<file path="config.mk">
export PLATFORM = sky130hd
export DESIGN_NAME = infix_expression_evaluator
export DESIGN_NICKNAME = d
export VERILOG_FILES = /design/src/design/iep_pkg.sv /design/src/design/iep_fpu.sv /design/src/design/iep_ctrl.sv /design/src/design/iep_dp.sv /design/src/design/infix_expression_evaluator.sv
export SDC_FILE = /design/constraint.sdc
export NUM_CORES = 2
export LEC_CHECK = 0
export BUFFER_PORTS_ARGS = -buffer_cell sky130_fd_sc_hd__buf_4
export CAP_MARGIN = 40
export CORE_AREA = 2 2 367 278
export CTS_CLUSTER_DIAMETER = 120
export CTS_CLUSTER_SIZE = 12
export DETAILED_ROUTE_END_ITERATION = 6
export DIE_AREA = 0 0 369 280
export PLACE_DENSITY = 0.65
export SYNTH_ARGS = -nofsm -noshare
export SYNTH_HDL_FRONTEND = slang
export SYNTH_SLANG_ARGS = --single-unit
</file>
<file path="constraint.sdc">
create_clock -name clk -period 15.5 [get_ports clk]
set_clock_uncertainty 0.2 [all_clocks]
set_input_delay 1.55 -clock clk [delete_from_list [all_inputs] [get_ports clk]]
set_output_delay 1.55 -clock clk [all_outputs]
set_load 0.01 [all_outputs]
</file>
<file path="src/design/iep_pkg.sv">
`default_nettype none
// ---------------------------------------------------------------------------
// iep_pkg: shared types for the infix expression evaluator
// Holds the operator codes, the arithmetic unit operations, the state types
// and the command and status records between controller and datapath.
// ---------------------------------------------------------------------------
package iep_pkg;

  typedef enum logic [2:0] {
    OP_PLUS   = 3'd0,
    OP_MINUS  = 3'd1,
    OP_TIMES  = 3'd2,
    OP_DIVIDE = 3'd3,
    OP_END    = 3'd4
  } op_code_t;

  typedef enum logic [1:0] {
    FPU_ADD,
    FPU_SUB,
    FPU_MUL,
    FPU_DIV
  } fpu_op_t;

  typedef enum logic [2:0] {
    FS_IDLE,
    FS_PRENORM,
    FS_DIVIDE,
    FS_PRODUCT,
    FS_NORM,
    FS_ROUND,
    FS_DONE
  } fpu_state_t;

  typedef enum logic [2:0] {
    CS_IDLE,
    CS_TERM,
    CS_TERM_WAIT,
    CS_DECIDE,
    CS_SUM_WAIT,
    CS_EMIT
  } ctrl_state_t;

  localparam logic [31:0] CANON_NAN = 32'h7FC0_0000;

  typedef struct packed {
    logic    load_in;
    logic    fpu_start;
    fpu_op_t fpu_op;
    logic    take_term;
    logic    commit_term;
    logic    commit_sum;
    logic    load_out;
  } dp_cmd_t;

  typedef struct packed {
    logic     term_pending;
    logic     divide_pending;
    logic     additive_minus;
    op_code_t op;
    logic     fpu_done;
    logic     out_busy;
  } dp_stat_t;

endpackage
`default_nettype wire

</file>
<file path="src/design/iep_fpu.sv">
`default_nettype none
// ---------------------------------------------------------------------------
// iep_fpu: sequential single precision add, subtract, multiply and divide
// Special operands are settled in the start cycle. Division is restoring,
// one quotient bit a cycle. Normalisation shifts one place a cycle, then a
// single round-to-nearest-even step packs the result.
// ---------------------------------------------------------------------------
module iep_fpu (
  input  wire logic           clk,
  input  wire logic           rst,
  input  wire logic           start,
  input  wire iep_pkg::fpu_op_t op,
  input  wire logic [31:0]    a,
  input  wire logic [31:0]    b,
  output logic                done,
  output logic [31:0]         result
);

  iep_pkg::fpu_state_t state, state_next;

  logic               sign;
  logic signed [11:0] e;
  logic [49:0]        m;
  logic               stk;
  logic [23:0]        ma, mb;
  logic signed [11:0] ea, eb;
  logic [25:0]        rem;
  logic [26:0]        q;
  logic [4:0]         cnt;

  // Operand decode.
  logic               sa, sb, sb_eff, sx;
  logic               nan_a, nan_b, inf_a, inf_b, zero_a, zero_b;
  logic [23:0]        mant_a, mant_b;
  logic signed [11:0] eeff_a, eeff_b;

  always_comb begin
    sa     = a[31];
    sb     = b[31];
    sb_eff = b[31] ^ (op == iep_pkg::FPU_SUB);
    sx     = a[31] ^ b[31];
    nan_a  = (a[30:23] == 8'hFF) && (a[22:0] != 23'd0);
    nan_b  = (b[30:23] == 8'hFF) && (b[22:0] != 23'd0);
    inf_a  = (a[30:23] == 8'hFF) && (a[22:0] == 23'd0);
    inf_b  = (b[30:23] == 8'hFF) && (b[22:0] == 23'd0);
    zero_a = (a[30:0] == 31'd0);
    zero_b = (b[30:0] == 31'd0);
    mant_a = {(a[30:23] != 8'd0), a[22:0]};
    mant_b = {(b[30:23] != 8'd0), b[22:0]};
    eeff_a = {4'd0, (a[30:23] == 8'd0) ? 8'd1 : a[30:23]};
    eeff_b = {4'd0, (b[30:23] == 8'd0) ? 8'd1 : b[30:23]};
  end

  // Alignment and add or subtract of the two magnitudes.
  logic               a_big, s_big;
  logic [23:0]        mant_big, mant_sml;
  logic signed [11:0] e_big, e_diff;
  logic [49:0]        full_s, shifted_s, m_big, m_sml, m_sum;
  logic               lost;

  always_comb begin
    a_big     = (a[30:0] >= b[30:0]);
    s_big     = a_big ? sa : sb_eff;
    mant_big  = a_big ? mant_a : mant_b;
    mant_sml  = a_big ? mant_b : mant_a;
    e_big     = a_big ? eeff_a : eeff_b;
    e_diff    = a_big ? (eeff_a - eeff_b) : (eeff_b - eeff_a);
    full_s    = {1'b0, mant_sml, 25'd0};
    if (e_diff >= 12'sd50) begin
      shifted_s = 50'd0;
      lost      = |full_s;
    end else begin
      shifted_s = full_s >> e_diff[5:0];
      lost      = |(full_s & ~({50{1'b1}} << e_diff[5:0]));
    end
    m_big = {1'b0, mant_big, 25'd0};
    m_sml = shifted_s | {49'd0, lost};
    if (sa == sb_eff) begin
      m_sum = m_big + m_sml;
    end else begin
      m_sum = m_big - m_sml;
    end
  end

  // Division step.
  logic        div_ge;
  logic [25:0] rem_sub;
  logic [26:0] q_new;

  always_comb begin
    div_ge  = (rem >= {2'b00, mb});
    rem_sub = div_ge ? (rem - {2'b00, mb}) : rem;
    q_new   = {q[25:0], div_ge};
  end

  logic [47:0] prod;
  assign prod = 48'(ma) * 48'(mb);

  // Rounding.
  logic [23:0]        r_mant, r_mant2;
  logic               r_guard, r_sticky, r_inc;
  logic [24:0]        r_sum;
  logic signed [11:0] r_e;

  always_comb begin
    r_mant   = m[49:26];
    r_guard  = m[25];
    r_sticky = (|m[24:0]) | stk;
    r_inc    = r_guard & (r_sticky | r_mant[0]);
    r_sum    = {1'b0, r_mant} + {24'd0, r_inc};
    if (r_sum[24]) begin
      r_mant2 = 24'h80_0000;
      r_e     = e + 12'sd1;
    end else begin
      r_mant2 = r_sum[23:0];
      r_e     = e;
    end
  end

  always_ff @(posedge clk) begin
    if (rst) begin
      state <= iep_pkg::FS_IDLE;
    end else begin
      state <= state_next;
    end
  end

  always_comb begin
    state_next = state;
    done       = 1'b0;
    case (state)
      iep_pkg::FS_IDLE:    if (start) state_next = iep_pkg::FS_DONE;
      iep_pkg::FS_PRENORM: if (ma[23] && mb[23]) state_next = iep_pkg::FS_DIVIDE;
      iep_pkg::FS_DIVIDE:  if (cnt == 5'd26) state_next = iep_pkg::FS_NORM;
      iep_pkg::FS_PRODUCT: state_next = iep_pkg::FS_NORM;
      iep_pkg::FS_NORM: begin
        if (m == 50'd0) begin
          state_next = iep_pkg::FS_DONE;
        end else if (!(e < 12'sd1) && !(!m[49] && e > 12'sd1)) begin
          state_next = iep_pkg::FS_ROUND;
        end
      end
      iep_pkg::FS_ROUND:   state_next = iep_pkg::FS_DONE;
      iep_pkg::FS_DONE: begin
        done       = 1'b1;
        state_next = iep_pkg::FS_IDLE;
      end
      default:             state_next = iep_pkg::FS_IDLE;
    endcase
    // Generic operands leave the start cycle for the arithmetic states.
    if (state == iep_pkg::FS_IDLE && start) begin
      case (op)
        iep_pkg::FPU_ADD, iep_pkg::FPU_SUB: begin
          if (!(nan_a || nan_b || inf_a || inf_b || (zero_a && zero_b))) begin
            state_next = iep_pkg::FS_NORM;
          end
        end
        iep_pkg::FPU_MUL: begin
          if (!(nan_a || nan_b || inf_a || inf_b)) state_next = iep_pkg::FS_PRODUCT;
        end
        iep_pkg::FPU_DIV: begin
          if (!(nan_a || nan_b || zero_b || inf_a || inf_b || zero_a)) begin
            state_next = iep_pkg::FS_PRENORM;
          end
        end
        default: state_next = iep_pkg::FS_DONE;
      endcase
    end
  end

  always_ff @(posedge clk) begin
    case (state)
      iep_pkg::FS_IDLE: begin
        stk <= 1'b0;
        if (start) begin
          case (op)
            iep_pkg::FPU_ADD, iep_pkg::FPU_SUB: begin
              if (nan_a || nan_b || (inf_a && inf_b && (sa != sb_eff))) begin
                result <= iep_pkg::CANON_NAN;
              end else if (inf_a) begin
                result <= {sa, 8'hFF, 23'd0};
              end else if (inf_b) begin
                result <= {sb_eff, 8'hFF, 23'd0};
              end else if (zero_a && zero_b) begin
                result <= {sa & sb_eff, 31'd0};
              end
              sign <= (m_sum == 50'd0) ? 1'b0 : s_big;
              m    <= m_sum;
              e    <= e_big + 12'sd1;
            end
            iep_pkg::FPU_MUL: begin
              if (nan_a || nan_b || (inf_a && zero_b) || (inf_b && zero_a)) begin
                result <= iep_pkg::CANON_NAN;
              end else if (inf_a || inf_b) begin
                result <= {sx, 8'hFF, 23'd0};
              end
              sign <= sx;
              ma   <= mant_a;
              mb   <= mant_b;
              e    <= eeff_a + eeff_b - 12'sd126;
            end
            iep_pkg::FPU_DIV: begin
              if (nan_a || nan_b || (zero_a && zero_b) || (inf_a && inf_b)) begin
                result <= iep_pkg::CANON_NAN;
              end else if (zero_b || inf_a) begin
                result <= {sx, 8'hFF, 23'd0};
              end else if (inf_b || zero_a) begin
                result <= {sx, 31'd0};
              end
              sign <= sx;
              ma   <= mant_a;
              mb   <= mant_b;
              ea   <= eeff_a;
              eb   <= eeff_b;
            end
            default: result <= iep_pkg::CANON_NAN;
          endcase
        end
      end
      iep_pkg::FS_PRENORM: begin
        if (!ma[23]) begin
          ma <= {ma[22:0], 1'b0};
          ea <= ea - 12'sd1;
        end
        if (!mb[23]) begin
          mb <= {mb[22:0], 1'b0};
          eb <= eb - 12'sd1;
        end
        rem <= {2'b00, ma};
        q   <= 27'd0;
        cnt <= 5'd0;
      end
      iep_pkg::FS_DIVIDE: begin
        q   <= q_new;
        rem <= {rem_sub[24:0], 1'b0};
        cnt <= cnt + 5'd1;
        m   <= {q_new, 22'd0, (rem_sub != 26'd0)};
        e   <= ea - eb + 12'sd127;
      end
      iep_pkg::FS_PRODUCT: begin
        m <= {prod, 2'b00};
      end
      iep_pkg::FS_NORM: begin
        if (m == 50'd0) begin
          result <= {sign, 31'd0};
        end else if (e < 12'sd1) begin
          // Below the normal range: shift into the subnormal position.
          stk <= stk | m[0];
          m   <= {1'b0, m[49:1]};
          e   <= e + 12'sd1;
        end else if (!m[49] && e > 12'sd1) begin
          m <= {m[48:0], 1'b0};
          e <= e - 12'sd1;
        end
      end
      iep_pkg::FS_ROUND: begin
        if (r_e >= 12'sd255) begin
          result <= {sign, 8'hFF, 23'd0};
        end else begin
          result <= {sign, r_mant2[23] ? r_e[7:0] : 8'd0, r_mant2[22:0]};
        end
      end
      default: ;
    endcase
  end

endmodule
`default_nettype wire

</file>
<file path="src/design/iep_ctrl.sv">
`default_nettype none
// ---------------------------------------------------------------------------
// iep_ctrl: sequencing controller
// Takes one item at a time, finishes the pending product term, then either
// keeps the term or folds it into the running sum and emits on the end mark.
// ---------------------------------------------------------------------------
module iep_ctrl (
  input  wire logic              clk,
  input  wire logic              rst,
  input  wire logic              operand_valid,
  output logic                   operand_stall,
  input  wire iep_pkg::dp_stat_t stat,
  output iep_pkg::dp_cmd_t       cmd
);

  iep_pkg::ctrl_state_t state, state_next;

  always_ff @(posedge clk) begin
    if (rst) begin
      state <= iep_pkg::CS_IDLE;
    end else begin
      state <= state_next;
    end
  end

  always_comb begin
    state_next    = state;
    operand_stall = (state != iep_pkg::CS_IDLE);
    cmd           = '0;
    cmd.fpu_op    = iep_pkg::FPU_ADD;
    case (state)
      iep_pkg::CS_IDLE: begin
        if (operand_valid) begin
          cmd.load_in = 1'b1;
          state_next  = stat.term_pending ? iep_pkg::CS_TERM : iep_pkg::CS_DECIDE;
        end
      end
      iep_pkg::CS_TERM: begin
        cmd.fpu_start = 1'b1;
        cmd.fpu_op    = stat.divide_pending ? iep_pkg::FPU_DIV : iep_pkg::FPU_MUL;
        state_next    = iep_pkg::CS_TERM_WAIT;
      end
      iep_pkg::CS_TERM_WAIT: begin
        if (stat.fpu_done) begin
          cmd.take_term = 1'b1;
          state_next    = iep_pkg::CS_DECIDE;
        end
      end
      iep_pkg::CS_DECIDE: begin
        if (stat.op == iep_pkg::OP_TIMES || stat.op == iep_pkg::OP_DIVIDE) begin
          cmd.commit_term = 1'b1;
          state_next      = iep_pkg::CS_IDLE;
        end else begin
          cmd.fpu_start = 1'b1;
          cmd.fpu_op    = stat.additive_minus ? iep_pkg::FPU_SUB : iep_pkg::FPU_ADD;
          state_next    = iep_pkg::CS_SUM_WAIT;
        end
      end
      iep_pkg::CS_SUM_WAIT: begin
        if (stat.fpu_done) begin
          cmd.commit_sum = 1'b1;
          state_next     = (stat.op == iep_pkg::OP_END) ? iep_pkg::CS_EMIT
                                                        : iep_pkg::CS_IDLE;
        end
      end
      iep_pkg::CS_EMIT: begin
        // Wait until the output register is free before the transfer is set up.
        if (!stat.out_busy) begin
          cmd.load_out = 1'b1;
          state_next   = iep_pkg::CS_IDLE;
        end
      end
      default: state_next = iep_pkg::CS_IDLE;
    endcase
  end

endmodule
`default_nettype wire

</file>
<file path="src/design/iep_dp.sv">
`default_nettype none
// ---------------------------------------------------------------------------
// iep_dp: evaluator datapath
// Holds the expression state, the captured item, the current term and the
// output register, and owns the floating-point unit.
// ---------------------------------------------------------------------------
module iep_dp (
  input  wire logic             clk,
  input  wire logic             rst,
  input  wire iep_pkg::dp_cmd_t cmd,
  output iep_pkg::dp_stat_t     stat,
  input  wire logic [31:0]      operand_bits,
  input  wire logic [2:0]       next_op,
  output logic                  result_valid,
  input  wire logic             result_stall,
  output logic [31:0]           result_bits
);

  logic [31:0]       running_sum;
  logic              additive_minus;
  logic [31:0]       product_term;
  logic              term_pending;
  logic              divide_pending;
  logic [31:0]       x_reg;
  logic [31:0]       t_reg;
  iep_pkg::op_code_t op_reg;

  logic        fpu_done;
  logic [31:0] fpu_a, fpu_b, fpu_result;

  iep_pkg::op_code_t op_in;
  assign op_in = (next_op > 3'd4) ? iep_pkg::OP_END : iep_pkg::op_code_t'(next_op);

  assign fpu_a = (cmd.fpu_op == iep_pkg::FPU_MUL || cmd.fpu_op == iep_pkg::FPU_DIV)
               ? product_term : running_sum;
  assign fpu_b = (cmd.fpu_op == iep_pkg::FPU_MUL || cmd.fpu_op == iep_pkg::FPU_DIV)
               ? x_reg : t_reg;

  iep_fpu u_fpu (
    .clk    (clk),
    .rst    (rst),
    .start  (cmd.fpu_start),
    .op     (cmd.fpu_op),
    .a      (fpu_a),
    .b      (fpu_b),
    .done   (fpu_done),
    .result (fpu_result)
  );

  always_ff @(posedge clk) begin
    if (cmd.load_in) begin
      x_reg  <= operand_bits;
      t_reg  <= operand_bits;
      op_reg <= op_in;
    end
    if (cmd.take_term) begin
      t_reg <= fpu_result;
    end
    if (cmd.commit_term) begin
      product_term <= t_reg;
    end
    if (cmd.load_out) begin
      result_bits <= ((running_sum[30:23] == 8'hFF) && (running_sum[22:0] != 23'd0))
                   ? iep_pkg::CANON_NAN : running_sum;
    end
  end

  always_ff @(posedge clk) begin
    if (rst) begin
      running_sum    <= 32'd0;
      additive_minus <= 1'b0;
      term_pending   <= 1'b0;
      divide_pending <= 1'b0;
      result_valid   <= 1'b0;
    end else begin
      if (cmd.load_out) begin
        result_valid <= 1'b1;
      end else if (result_valid && !result_stall) begin
        result_valid <= 1'b0;
      end
      if (cmd.commit_term) begin
        term_pending   <= 1'b1;
        divide_pending <= (op_reg == iep_pkg::OP_DIVIDE);
      end
      if (cmd.commit_sum) begin
        running_sum    <= fpu_result;
        term_pending   <= 1'b0;
        divide_pending <= 1'b0;
        additive_minus <= (op_reg == iep_pkg::OP_MINUS);
      end
      if (cmd.load_out) begin
        // The end mark returns the expression state to its reset values.
        running_sum    <= 32'd0;
        additive_minus <= 1'b0;
      end
    end
  end

  always_comb begin
    stat.term_pending   = term_pending;
    stat.divide_pending = divide_pending;
    stat.additive_minus = additive_minus;
    stat.op             = op_reg;
    stat.fpu_done       = fpu_done;
    stat.out_busy       = result_valid && result_stall;
  end

endmodule
`default_nettype wire

</file>
<file path="src/design/infix_expression_evaluator.sv">
`default_nettype none
// Sequence: each item first completes a pending product term by a multiply or a divide
//   (plus normalising shifts, and prenormalising shifts for a divide). A times or divide
//   operator then keeps the result as the term; any other operator adds or subtracts it
//   into the running sum, and an end mark also loads the output register.
// Throughput: one item at a time; an end mark loads the output register, which frees
//   the input while the result waits. Reset (rst, synchronous) clears state.
// ---------------------------------------------------------------------------
// infix_expression_evaluator: two-level precedence float expression engine
// Accepts one operand with its following operator per transfer and emits
// the single precision value of the expression on the end mark.
// ---------------------------------------------------------------------------
module infix_expression_evaluator (
  input  wire logic        clk,
  input  wire logic        rst,
  input  wire logic        operand_valid,
  output logic             operand_stall,
  input  wire logic [31:0] operand_bits,
  input  wire logic [2:0]  next_op,
  output logic             result_valid,
  input  wire logic        result_stall,
  output logic [31:0]      result_bits
);

  iep_pkg::dp_cmd_t  cmd;
  iep_pkg::dp_stat_t stat;

  iep_ctrl u_ctrl (
    .clk           (clk),
    .rst           (rst),
    .operand_valid (operand_valid),
    .operand_stall (operand_stall),
    .stat          (stat),
    .cmd           (cmd)
  );

  iep_dp u_dp (
    .clk          (clk),
    .rst          (rst),
    .cmd          (cmd),
    .stat         (stat),
    .operand_bits (operand_bits),
    .next_op      (next_op),
    .result_valid (result_valid),
    .result_stall (result_stall),
    .result_bits  (result_bits)
  );

endmodule
`default_nettype wire

</file>
==> reports/summary.txt <==
Worst Max-Slew Pin Slew = 0.947 ns
cell type with the largest total area after synthesis = sky130_fd_sc_hd__edfxtp_1
post-CTS setup buffer count = 0
antenna violations before repair = 9
pin count of the biggest net entering global routing = 67
timing-limited maximum frequency = 0.0799 GHz
area overhead of the layout relative to synthesis = 6.84%
Max Transition Viols Final = 0
Final nets = 6,479
slack of the worst reg-to-reg path = 2.99 ns
final HPWL from detailed placement = 134 mm
Largest Register = u_dp.u_fpu.m
maximum cell stage delay along the critical path = 0.78 ns
most used flip-flop cell after synthesis = sky130_fd_sc_hd__edfxtp_1
Worst Reg-to-Reg Cells = 42
Buffers & Inverters on Critical Path = 4
M2 GR Usage = 0.500
CTS HTree Levels = 2
biggest fanout along the worst timing path = 49
FF+latch count, synth = 398
TritonCTS clock tree = done
via count of the first global-routing pass = 42,100
Synth warnings = 0
Yosys cell types = 108
outcome = finished with violations
std cell rows = 101
met1 track demand over resource = 0.498
number of vias per cell = 6.13
type of destination of the critical path = flip-flop
hold depth = 0
worst min-delay path startpoint = u_dp.t_reg[13]
Critical Path Source Type = flip-flop
First-pass DRT Iterations = 7
share of flip-flops with an asynchronous set or reset after synthesis = 0
count of antenna-violating nets left after detailed routing = 0
number of hold buffers added after cts = 0
number of gates resized after CTS = 0
Hold EP = u_dp.product_term[13]
violations in the final reports = design-rule violations
smallest setup slack after layout = 2.99 ns
top cells by area in the synthesized netlist = sky130_fd_sc_hd__edfxtp_1 (22%), sky130_fd_sc_hd__fa_1 (20%), sky130_fd_sc_hd__ha_1 (8.3%)
critical path data required time = 15.66 ns
critical-path cell with the highest stage delay = sky130_fd_sc_hd__or3b_4
setup slack at placement = 3.30 ns
DR WL/cell = 25.0 um
effective utilization at floorplan = 0.496
Longest Clk Path Bufs = 3
flip-flop count of the largest register after layout = 50
endpoints failing hold = 0
GR Overflow Total = 0
final hold slack = 0.248 ns
number of port buffers = 72
layout cells sized above 1 = 0.0731
die span in y = 280 um
average footprint of a synthesized cell = 8.71 um2
overall routed net length = 175 mm
Max transition margin = 0.363
total CTS buffers = 40
placeable core area = 100,000 um2
share of the clock period used by the worst path after layout = 0.807
endpoint arrival time on the critical path = 12.67 ns
CTS Sinks = 398
Total Neg Setup Slack = 0 ns
post-synthesis instance area = 49,700 um2
final weighted congestion in routability-driven placement = 1.02
total of endpoints with negative setup slack in the final report = 0
clock insertion delay at the later pin of the skew report = 0.63 ns
RR Endpoint = u_dp.u_fpu.sign
cell total after placement = 6,920
total of max-cap violations = 0
Mapped Nets = 6,556
Final Instance Count excl. Fillers = 6,988
beginning of the worst register-to-register path = u_ctrl.state[2]
Vias = 42,800
die area = 103,000 um2
highest-utilization routing layer at the global route stage = met2
post-CTS clock slew at the launch and capture registers of the worst setup and hold paths = 0.07 ns
Most Frequent Cell on Critical Path = sky130_fd_sc_hd__a21oi_1
part of the Yosys area used for sequential elements = 0.232
HP Class = flip-flop to flip-flop
setup repair after global routing missed its margin = no
DIE WIDTH = 369 um
wire length of the first global-routing pass = 266 mm
number of enable flip-flop cells after synthesis = 356
Overall Global Routing Usage = 0.338
critical path class = flip-flop to flip-flop
clock root cell = sky130_fd_sc_hd__clkbuf_16
number of standard cells after synthesis = 5,701
Starting DRT DRC Count = 4,663
met3 Usage GRT = 0.0633
largest delay contributor family on the critical path = compound AO/OA/AOI/OAI gates
Tmin final = 12.51 ns
DR DRC count = 1
portion of synthesized cell area occupied by the leading cell type = 0.215
top-level I/O count = 73
-- worst max path at each step --
stage	from	end	slack, ns	depth (start not counted)
finish	u_ctrl.state[2]	u_dp.u_fpu.sign	2.99	42
global route	u_ctrl.state[2]	u_dp.u_fpu.sign	2.42	41
CTS	u_ctrl.state[2]	u_dp.u_fpu.sign	3.22	42
detailed placement	u_ctrl.state[2]	u_dp.u_fpu.sign	3.30	42
global placement	u_ctrl.state[0]	u_dp.u_fpu.sign	3.70	45
floorplan	u_ctrl.state[1]	u_dp.u_fpu.sign	4.61	44
-- cells in the mapped netlist (34+ instances only) --
library cell                 n
sky130_fd_sc_hd__nand2_1   808
sky130_fd_sc_hd__inv_1     697
sky130_fd_sc_hd__fa_1      486
sky130_fd_sc_hd__nor2_1    378
sky130_fd_sc_hd__edfxtp_1  356
sky130_fd_sc_hd__a21oi_1   347
sky130_fd_sc_hd__ha_1      330
sky130_fd_sc_hd__clkbuf_1  299
sky130_fd_sc_hd__o21ai_0   266
sky130_fd_sc_hd__and2_1    237
sky130_fd_sc_hd__mux2i_1   124
sky130_fd_sc_hd__xnor2_1   108
sky130_fd_sc_hd__nand3_1   106
sky130_fd_sc_hd__nor3_1     96
sky130_fd_sc_hd__xor2_1     74
sky130_fd_sc_hd__and3_1     61
sky130_fd_sc_hd__a21o_1     59
sky130_fd_sc_hd__nor4_1     48
sky130_fd_sc_hd__dfxtp_1    42
sky130_fd_sc_hd__mux2_2     41
sky130_fd_sc_hd__nand4_1    41
sky130_fd_sc_hd__nand2b_1   39
sky130_fd_sc_hd__or3_1      34
-- layout by cell type (no fill, tap or decap), types with 16 or more instances in the layout --
cell type | netlist | routed
sky130_fd_sc_hd__edfxtp_1 | 356 | 356
sky130_fd_sc_hd__and3_1 | 61 | 60
sky130_fd_sc_hd__a21oi_1 | 347 | 343
sky130_fd_sc_hd__nand2b_1 | 39 | 37
sky130_fd_sc_hd__mux4_2 | 28 | 28
sky130_fd_sc_hd__nand2_1 | 808 | 806
sky130_fd_sc_hd__o21bai_1 | 25 | 25
sky130_fd_sc_hd__nor4_1 | 48 | 48
sky130_fd_sc_hd__nor2_1 | 378 | 377
sky130_fd_sc_hd__dfxtp_1 | 42 | 42
sky130_fd_sc_hd__nor2b_1 | 33 | 32
sky130_fd_sc_hd__o211ai_1 | 25 | 25
sky130_fd_sc_hd__ha_1 | 330 | 329
sky130_fd_sc_hd__clkbuf_1 | 299 | 19
sky130_fd_sc_hd__mux2i_1 | 124 | 124
sky130_fd_sc_hd__a21o_1 | 59 | 59
sky130_fd_sc_hd__a211o_1 | 19 | 19
sky130_fd_sc_hd__xor2_1 | 74 | 74
sky130_fd_sc_hd__nand3_1 | 106 | 105
sky130_fd_sc_hd__a21boi_0 | 22 | 22
sky130_fd_sc_hd__fa_1 | 486 | 486
sky130_fd_sc_hd__o22ai_1 | 28 | 28
sky130_fd_sc_hd__xnor2_1 | 108 | 107
sky130_fd_sc_hd__o31ai_1 | 18 | 18
sky130_fd_sc_hd__o21ai_0 | 266 | 263
sky130_fd_sc_hd__buf_4 | 1 | 205
sky130_fd_sc_hd__and2_1 | 237 | 237
sky130_fd_sc_hd__nand4_1 | 41 | 41
sky130_fd_sc_hd__o21a_1 | 16 | 16
sky130_fd_sc_hd__a31oi_1 | 29 | 28
sky130_fd_sc_hd__nor3_1 | 96 | 95
sky130_fd_sc_hd__clkbuf_16 | 0 | 40
sky130_fd_sc_hd__or3_1 | 34 | 34
sky130_fd_sc_hd__a211oi_1 | 33 | 31
sky130_fd_sc_hd__nand3b_1 | 31 | 31
sky130_fd_sc_hd__inv_1 | 697 | 697
sky130_fd_sc_hd__mux2_2 | 41 | 41
-- final cells by class --
| class | count | area, um2 |
|---|---|---|
| fill | 9350 | 47000 |
| multi-input combinational | 4263 | 34300 |
| sequential | 398 | 11500 |
| inverter | 699 | 2620 |
| timing repair buffer | 222 | 1700 |
| tap | 1339 | 1680 |
| clock buffer | 59 | 1070 |
| clock inverter | 6 | 120 |
| antenna | 2 | 5.00 |
-- routing by layer --
metal / vias up / wire length [um]
met1: 21400 / 77200
met3: 303 / 17100
met5: - / 34
li1: 19100 / -
met2: 2046 / 73800
met4: 4 / 6450
-- through the flow --
stage          cell area, um2   util
2_1_floorplan           49700      -
3_5_place_dp            51900  0.518
6_report                53100  0.530
4_1_cts                 53100  0.530
3_3_place_gp            51700  0.516
5_1_grt                 53100  0.530
-- cells by family after synthesis --
logic type,Yosys count,synth area share
mux,194,0.0475
flops,398,0.232
compound gates,1077,0.138
fa+ha+maj,822,0.280
simple gates,1988,0.190
xor+xnor,182,0.0321
buf+inv,1040,0.0799
Power is not shown: default switching activity piles up to over one toggle a cycle in this logic, so the estimate is an artifact.
